$ cat src/rtl/gait_phase_detector_assert.svh
// assertion macros for the gait phase detector
`ifndef GAIT_PHASE_DETECTOR_ASSERT_SVH
`define GAIT_PHASE_DETECTOR_ASSERT_SVH

// implication checked on every clock edge outside reset
`define GPD_ASSERT_IMP(label, clk, rst_n, ante, cons, msg) \
  label: assert property (@(posedge clk) disable iff (!rst_n) (ante) |-> (cons)) \
    else $error(msg);

// next-cycle implication
`define GPD_ASSERT_NEXT(label, clk, rst_n, ante, cons, msg) \
  label: assert property (@(posedge clk) disable iff (!rst_n) (ante) |=> (cons)) \
    else $error(msg);

`endif

$ cat src/rtl/gpd_pkg.sv
// shared types and constants for the gait phase detector
package gpd_pkg;

  localparam int unsigned DefaultPeriodUs = 1200000;
  localparam int unsigned ClockBits       = 40;

  localparam logic [2:0] RegSwingThr    = 3'd0;
  localparam logic [2:0] RegMotionThr   = 3'd1;
  localparam logic [2:0] RegSwingExit   = 3'd2;
  localparam logic [2:0] RegTimeout     = 3'd3;
  localparam logic [2:0] RegRestartThr  = 3'd4;
  localparam logic [2:0] RegStrideMin   = 3'd5;
  localparam logic [2:0] RegStrideMax   = 3'd6;
  localparam logic [2:0] RegWeight      = 3'd7;

  typedef enum logic [3:0] {
    StIdle, StEvent, StCheck, StDecide, StAvg, StRatio, StDivide,
    StPoly, StMul, StOut
  } state_e;

  typedef struct packed {
    logic load;        // take input beat
    logic event_step;  // clock and motion update
    logic check_step;  // timeout compare
    logic decide_step; // swing entry and exit handling
    logic avg_step;    // period average
    logic ratio_step;  // ratio setup
    logic div_step;    // one divider bit
    logic poly_step;   // polynomial base
    logic mul_step;    // one horner multiply
    logic out_step;    // finalize phase
  } cmd_t;

  typedef struct packed {
    logic timed_out;
    logic need_avg;
    logic div_done;
    logic started;
    logic ratio_full;
    logic mul_done;
  } stat_t;

endpackage

$ cat src/rtl/gpd_ctrl.sv
// sequencing state machine for the gait phase detector
module gpd_ctrl (
  input  logic            clk_i,
  input  logic            rst_ni,
  input  logic            in_fire_i,
  input  logic            out_free_i,
  input  gpd_pkg::stat_t  stat_i,
  output gpd_pkg::cmd_t   cmd_o,
  output logic            busy_o
);

  gpd_pkg::state_e state_q, state_d;

  always_ff @(posedge clk_i or negedge rst_ni) begin
    if (!rst_ni) begin
      state_q <= gpd_pkg::StIdle;
    end else begin
      state_q <= state_d;
    end
  end

  always_comb begin
    state_d = state_q;
    case (state_q)
      gpd_pkg::StIdle:   if (in_fire_i) state_d = gpd_pkg::StEvent;
      gpd_pkg::StEvent:  state_d = gpd_pkg::StCheck;
      gpd_pkg::StCheck:  state_d = stat_i.timed_out ? gpd_pkg::StOut : gpd_pkg::StDecide;
      gpd_pkg::StDecide: state_d = stat_i.need_avg ? gpd_pkg::StAvg : gpd_pkg::StRatio;
      gpd_pkg::StAvg:    state_d = gpd_pkg::StRatio;
      gpd_pkg::StRatio: begin
        if (!stat_i.started) state_d = gpd_pkg::StOut;
        else if (stat_i.ratio_full) state_d = gpd_pkg::StPoly;
        else state_d = gpd_pkg::StDivide;
      end
      gpd_pkg::StDivide: if (stat_i.div_done) state_d = gpd_pkg::StPoly;
      gpd_pkg::StPoly:   state_d = gpd_pkg::StMul;
      gpd_pkg::StMul:    if (stat_i.mul_done) state_d = gpd_pkg::StOut;
      gpd_pkg::StOut:    if (out_free_i) state_d = gpd_pkg::StIdle;
      default:           state_d = gpd_pkg::StIdle;
    endcase
  end

  always_comb begin
    cmd_o = '0;
    busy_o = 1'b1;
    case (state_q)
      gpd_pkg::StIdle: begin
        busy_o = 1'b0;
        cmd_o.load = in_fire_i;
      end
      gpd_pkg::StEvent:  cmd_o.event_step = 1'b1;
      gpd_pkg::StCheck:  cmd_o.check_step = 1'b1;
      gpd_pkg::StDecide: cmd_o.decide_step = 1'b1;
      gpd_pkg::StAvg:    cmd_o.avg_step = 1'b1;
      gpd_pkg::StRatio:  cmd_o.ratio_step = 1'b1;
      gpd_pkg::StDivide: cmd_o.div_step = !stat_i.div_done;
      gpd_pkg::StPoly:   cmd_o.poly_step = 1'b1;
      gpd_pkg::StMul:    cmd_o.mul_step = 1'b1;
      gpd_pkg::StOut:    cmd_o.out_step = out_free_i;
      default:           cmd_o = '0;
    endcase
  end

endmodule

$ cat config.mk
export PLATFORM = sky130hd
export DESIGN_NAME = gpd_ctrl
export DESIGN_NICKNAME = d
export VERILOG_FILES = /design/src/rtl/gait_phase_detector_assert.svh /design/src/rtl/gpd_pkg.sv /design/src/rtl/gpd_ctrl.sv
export SDC_FILE = /design/constraint.sdc
export NUM_CORES = 1
export LEC_CHECK = 0
export ABC_AREA = 0
export BUFFER_PORTS_ARGS = -buffer_cell sky130_fd_sc_hd__clkbuf_2
export CAP_MARGIN = 20
export CELL_PAD_IN_SITES_DETAIL_PLACEMENT = 1
export CELL_PAD_IN_SITES_GLOBAL_PLACEMENT = 2
export CORE_MARGIN = 3
export CORE_UTILIZATION = 22
export CTS_CLUSTER_SIZE = 30
export DETAILED_ROUTE_END_ITERATION = 10
export PLACE_DENSITY = 0.88
export SKIP_CTS_REPAIR_TIMING = 1
export SYNTH_ARGS = -nofsm -noshare
export SYNTH_HDL_FRONTEND = slang
export SYNTH_SLANG_ARGS = --single-unit
$ cat constraint.sdc
create_clock -name clk_i -period 3.4 [get_ports clk_i]
set_input_delay 0.34 -clock clk_i [delete_from_list [all_inputs] [get_ports clk_i]]
set_output_delay 0.34 -clock clk_i [all_outputs]
set_load 0.005 [all_outputs]
# --- Word level (Yosys, flattened, before mapping) ---
# Cells that the tools add are included.
word_totals:
  ff_bits: 4
  in_bits: 10
  elab_cells: 37
  out_inout_bits: 11
op_classes:
  eq_ne: 13
  n_reduce_logical: 3
  muxes: 20
op_table:
  columns: ["cell", "count"]
  rows:
  - ["one-hot mux 4 bit (10 select lines)", 1]
  - ["two-way mux 4 bit", 6]
  - ["== test 4 x 3 -> 1 bit, second input constant", 4]
  - ["two-way mux 1 bit", 13]
  - ["== test 4 x 2 -> 1 bit, second input constant", 2]
  - ["== test 4 bit, second input constant", 2]
  - ["inequality test 2 bit, second input constant", 4]
  - ["== test 4 x 1 -> 1 bit, second input constant", 1]
  - ["logical NOT 4 bit", 1]
  - ["AND reduction 4 bit", 1]
  - ["logical NOT 1 bit", 1]

# --- Logic depth before layout (Yosys ltp) ---
# Gate-level depths: netlist of run 1.
logic_depth:
  word_depth: 3
  mapped_depth: 4
  depth_no_buf: 3

# --- Worst setup path before layout of run 1 ---
# No wires, ideal clock.
synth_timing:
  path_kind: "register to register"
  from: "register state_q[2]"
  to: "register state_q[0]"
  setup_ns: 0.128
  period_less_slack_ns: 1.313
  path_slack_ns: 2.087
  path_stages_with_launch: 5
  arrival_ns: 1.185
  t_required_ns: 3.272
  n_path_buf: 1
  path_cell_list: "dfrtp_1 buf_2 or3_1 a211oi_2 o31ai_2"
synth_between:
  elab_chain_cells: 3
  word_cells_on_any_way: 16
  cone_classes: "eq/ne (13); mux (1); reduce/logical (2)"
synth_lines:
  columns: ["item", "line_no", "source"]
  rows:
  - ["start, declared", "gpd_ctrl.sv:12", "gpd_pkg::state_e state_q, state_d;"]
  - ["start signal, assigned", "gpd_ctrl.sv:16", "state_q <= gpd_pkg::StIdle;"]
  - ["start signal, assigned", "gpd_ctrl.sv:18", "state_q <= state_d;"]
  - ["== test 4 x 3 -> 1 bit, or another cell as far along", "gpd_ctrl.sv:24", "case (state_q)"]
  - ["inequality test 2 bit (no line)", null, null]
  - ["AND reduction 4 bit (no line)", null, null]
# Parallel ways exist; a longest one is shown, timed or not.
# A chain may end at the register's enable or synchronous reset.

==> results.cfg, run 1 <==
[floorplan]
die_w_um = 46.9
die_area_mm2 = 0.00220
rows = 14
boundaryPins = 21
fp.dieH_um = 46.9
coreArea_mm2 = 0.00154
start_util_pct = 23.9

[critical_path]
crit_required_ps = 3060
worstPathMaxFanout = 14
r2r_slack_ps = 1900
startpoint = state_q[3]
endpoint = cmd_o[3]
r2r_cells = 3
critPathKind = reg2out
worstPathArrival_ps = 1390
critPathCaptureType = primary output
worst_setup_path_start_kind = flop
r2r-end = state_q[0]
r2r_start = state_q[3]

[place]
place_area_um2 = 470
port_buffers = 20
pre_cts_ws_ps = 1890
place_hpwl_um = 835
place.gp.congestion = 0.794

[drt]
wl_per_cell_um = 13.2
vias = 444
routed_via_density = 5.16
detail-route-antenna-nets = 0
totalWireLength_um = 1140
post-route-drc-count = 0
drt_iter0_drc = 1
firstDrtPassIters = 2

[global_routing]
grt_pass1_wl_um = 1750
first_global_vias = 409
met2_usage_pct = 17.3
grt-ovfl-total = 0
antenna_found_initial = 0
grt_max_degree = 15
grt_use_met1_pct = 14.6
gr-max-usage-layer = met2
met3_usage_pct = 2.30
grt_usage_pct = 11.1

[clock_tree]
cts_inserted_buffers = 3
cts.clk_slew.worst_paths_ps = 40
clk_latency_ps = 240
cts-root-buf = clkbuf_4
cts.path.max_buffers = 2
htree_levels = 1
cts_tree = built
clock-sinks = 4

[timing]
fmax_mhz = 577
finalWorstSetupSlack_ps = 1670
slew_viol_final = 0
tightest_slew_ps = 425
setup_viol = 0
fin_skew_ps = 3.50
max_slew_margin_pct = 71.7
min_period_over_period_pct = 51.0
hold_viol_final = 0
finalSetupTns_ps = 0
min_period_ps = 1730
rsz0062_at_grt = false

[cells_and_area]
final_cell_mix = clkbuf_2 (20), nor3_1 (6), nand2b_1 (4), nor2_1 (4), dfrtp_1 (4)
postLayoutCellArea_um2 = 503
top_register = state_q
drive_gt1_share_pct = 37.1
area_delta_synth_final_pct = 36.7
layout_commonest_cell = clkbuf_2
largest_reg_flops = 4
top_regs = state_q (4)
fin_nets = 82
n_antenna_cell = 0

[yosys]
synth_ff_type = dfrtp_1
synth_cell_type_count = 26
synth_edf_count = 0
synth-seq-cells = 4
synthCells = 50
yosysWarnings = 0
synth_fp_nets = 60
synth-seq-area-share_pct = 27.2
syn-cell-area_um2 = 368
synthArstFlopShare_pct = 100
syn_area_per_cell_um2 = 7.36

[min_path]
hold_path.class = in2async

[flow_run]
maxCapViolations = 0

[power_and_ir_drop]
p_leak_nw = 0.249
ir_worst_vdd_v = 0.000333
power_density_mw_per_mm2 = 757

[run_status]
status = finished clean
## layer usage
| metal | routed length (µm) | vias to the layer above |
|---|---|---|
| met2 | 546 | 16 |
| met4 | 17 | 0 |
| met1 | 503 | 207 |
| met3 | 70 | 2 |
| li1 | - | 219 |
| met5 | 0 | - |
## cells in the mapped netlist (2+ instances only)
| cell | n | area share, % |
|---|---|---|
| nand3_1 | 2 | 2.7 |
| a21oi_1 | 2 | 2.7 |
| nor3_1 | 6 | 8.2 |
| buf_2 | 2 | 2.7 |
| nor2_1 | 4 | 4.1 |
| nand2_1 | 3 | 3.1 |
| inv_1 | 3 | 3.1 |
| clkbuf_1 | 2 | 2.0 |
| nand2b_1 | 4 | 6.8 |
| nor2b_1 | 3 | 5.1 |
| dfrtp_1 | 4 | 27 |
## final cells by class
type	count	area (µm²)
fillers	211	1040
flip-flops and latches	4	100
well taps	16	20.0
repair buffers	21	110
clock buffers	3	22.5
multi-input cells	38	235
inverters	4	15.0
## how the worst min path moves through the flow
stage          startpoint          to
6_report           rst_ni  state_q[3]
5_1_grt            rst_ni  state_q[1]
4_1_cts            rst_ni  state_q[2]
3_5_place_dp       rst_ni  state_q[1]
3_3_place_gp       rst_ni  state_q[1]
2_1_floorplan      rst_ni  state_q[0]
## power breakdown
part	internal (mW)	switching, mW	leakage, nW
clock network	0.0397	0.0222	0.0138
registers	0.0669	0.0641	0.0509
logic	0.0946	0.0935	0.184
## metrics by stage
stage          power, mW  std cells  hold slack (ps)  util [%]
2_1_floorplan      0.253         50             44.4         -
3_3_place_gp       0.316         82              148      30.5
3_5_place_dp       0.321         82              149      30.5
4_1_cts            0.383         85             -105      32.0
5_1_grt            0.424         86              455      32.6
6_report           0.381         86              441      32.6
## kinds of logic after synthesis
group	share of synthesized area (%)
simple gates	42.2
buf+inv	8.84
flops	27.2
compound gates	21.8
## critical path: stages, from the launching register on
cell and delay [ps]:
dfrtp_1 520, nand2b_1 290, nor3_1 210, clkbuf_2 140
(Power assumes the default switching activity.)
==> run 2: changes to the inputs <==
--- a/config.mk
+++ b/config.mk
@@ -11,10 +11,10 @@
 export CELL_PAD_IN_SITES_DETAIL_PLACEMENT = 1
 export CELL_PAD_IN_SITES_GLOBAL_PLACEMENT = 2
 export CORE_MARGIN = 3
-export CORE_UTILIZATION = 22
+export CORE_UTILIZATION = 20
 export CTS_CLUSTER_SIZE = 30
 export DETAILED_ROUTE_END_ITERATION = 10
-export PLACE_DENSITY = 0.88
+export PLACE_DENSITY = 0.82
 export SKIP_CTS_REPAIR_TIMING = 1
 export SYNTH_ARGS = -nofsm -noshare
 export SYNTH_HDL_FRONTEND = slang
==> constraint.sdc (replaced) <==
create_clock -name clk_i -period 1.7 [get_ports clk_i]
set_input_delay 0.17 -clock clk_i [delete_from_list [all_inputs] [get_ports clk_i]]
set_output_delay 0.17 -clock clk_i [all_outputs]
set_load 0.005 [all_outputs]
==> results.cfg, run 2 (synthesized netlist as in run 1, its figures left out) <==
[run_status]
status = finished clean

[timing]
fmax_mhz = 658
hold_ws_ps = 262
finalSetupTns_ps = 0
finalWorstSetupSlack_ps = 180
hold_viol_final = 0
slew_viol_final = 0
fin_skew_ps = 4.91
setup_viol = 0
min_period_ps = 1520
rsz0062_at_grt = false
min_period_over_period_pct = 89.4
tightest_slew_ps = 351
max_slew_margin_pct = 76.6

[power_and_ir_drop]
ir_worst_vdd_v = 0.000623
power_density_mw_per_mm2 = 1460
p_sw_uw = 349
clkPwrFrac_pct = 15.4
switching_share_pct = 45.2
seqPwrFrac_pct = 29.3
p_comb_share_pct = 55.4
p_leak_nw = 0.259
internal_power_uw = 424

[floorplan]
die_area_mm2 = 0.00239
boundaryPins = 21
start_util_pct = 22.8
rows = 14
die_w_um = 48.9
coreArea_mm2 = 0.00161
fp.dieH_um = 48.9

[place]
place_hpwl_um = 911
pre_cts_ws_ps = 261
place.gp.congestion = 0.735
place_area_um2 = 495
port_buffers = 20

[clock_tree]
clk_latency_ps = 240
cts_inserted_buffers = 3
cts.path.max_buffers = 2
cts-root-buf = clkbuf_4
cts_tree = built
htree_levels = 1
cts.clk_slew.worst_paths_ps = 30
clock-sinks = 4

[global_routing]
grt_usage_pct = 10.5
grt-ovfl-total = 0
grt_max_degree = 13
first_global_vias = 451
grt_pass1_wl_um = 1910
antenna_found_initial = 0

[cells_and_area]
largest_reg_flops = 4
final_cell_mix = clkbuf_2 (20), nor3_1 (6), nand2b_1 (4), nor2_1 (4), dfrtp_1 (4)
top_regs = state_q (4)
multi_input_area_um2 = 235
layout_commonest_cell = clkbuf_2
n_antenna_cell = 0
postLayoutCellArea_um2 = 528
fin_nets = 84
fill_cells = 217
area_delta_synth_final_pct = 43.5
top_register = state_q
regArea_um2 = 100
drive_gt1_share_pct = 38.9

[critical_path]
path_delay_family = flip-flops
worstPathCellList = buf_4, nor3_1, nand2_1, inv_1, clkbuf_2
worstPathArrival_ps = 1350
critPathCaptureType = primary output
path_buf_inv = 3
worst_setup_path_start_kind = flop
r2r_slack_ps = 270
worstPathMaxFanout = 8
cpPeakStageDelay_ps = 430
crit_slowest_cell = dfrtp_1
critPathKind = reg2out
crit_required_ps = 1530

[drt]
vias = 441
wl_per_cell_um = 11.6
post-route-drc-count = 0
detail-route-antenna-nets = 0
routed_via_density = 4.59
drt_iter0_drc = 3
firstDrtPassIters = 2
totalWireLength_um = 1110

[flow_run]
maxCapViolations = 0

[min_path]
hold_path.class = in2reg
-- run 2: cell types whose count changed in the layout (fill, tap and decap cells not counted) --
cell / before / now
buf_4: 0 / 2
-- run 2: area by class of cell --
class | instances | share of cell area, %
flip-flops and latches | 4 | 19.0
repair buffers | 23 | 23.7
well taps | 24 | 5.69
clock buffers | 3 | 4.27
inverters | 4 | 2.84
multi-input cells | 38 | 44.5
-- run 2: final timing paths --
| kind | start | endpoint | depth (start not counted) |
|---|---|---|---|
| setup / recovery | state_q[1] | cmd_o[1] | 5 |
| hold / removal | stat_i[2] | state_q[1] | 3 |
| min in group asynchronous | rst_ni | state_q[0] | 2 |
| setup reg to reg | state_q[2] | state_q[0] | 3 |
| hold reg to reg | state_q[3] | state_q[1] | 1 |
| max in group asynchronous | rst_ni | state_q[3] | 2 |
-- run 2: worst min-delay path, cell delays in order --
cell	delay, ps
clkbuf_2	90
o21ai_1	110
a21oi_1	70
-- run 2: routing by layer --
layer / part of all wire [%] / global-route usage (%) / vias up
li1: - / - / 223
met1: 46 / 12.7 / 198
met2: 43 / 15.4 / 16
met3: 7.3 / 4.59 / 4
met4: 2.7 / 5.69 / 0
met5: 0 / 0 / -
-- run 2: power groups by stage --
stage                     logic, mW  clock network (mW)  registers [mW]
after floorplan               0.349                   0           0.158
final                         0.428               0.119           0.226
after detailed placement      0.437                   0           0.230
after global routing          0.492               0.142           0.245
after global placement        0.434                   0           0.228
after CTS                     0.439               0.123           0.231
-- run 2: stage by stage --
| stage | cells | utilization [%] | total power [mW] |
|---|---|---|---|
| 2_1_floorplan | 50 | - | 0.507 |
| 3_3_place_gp | 92 | 30.7 | 0.662 |
| 3_5_place_dp | 92 | 30.7 | 0.668 |
| 4_1_cts | 95 | 32.1 | 0.793 |
| 5_1_grt | 96 | 32.8 | 0.879 |
| 6_report | 96 | 32.8 | 0.773 |
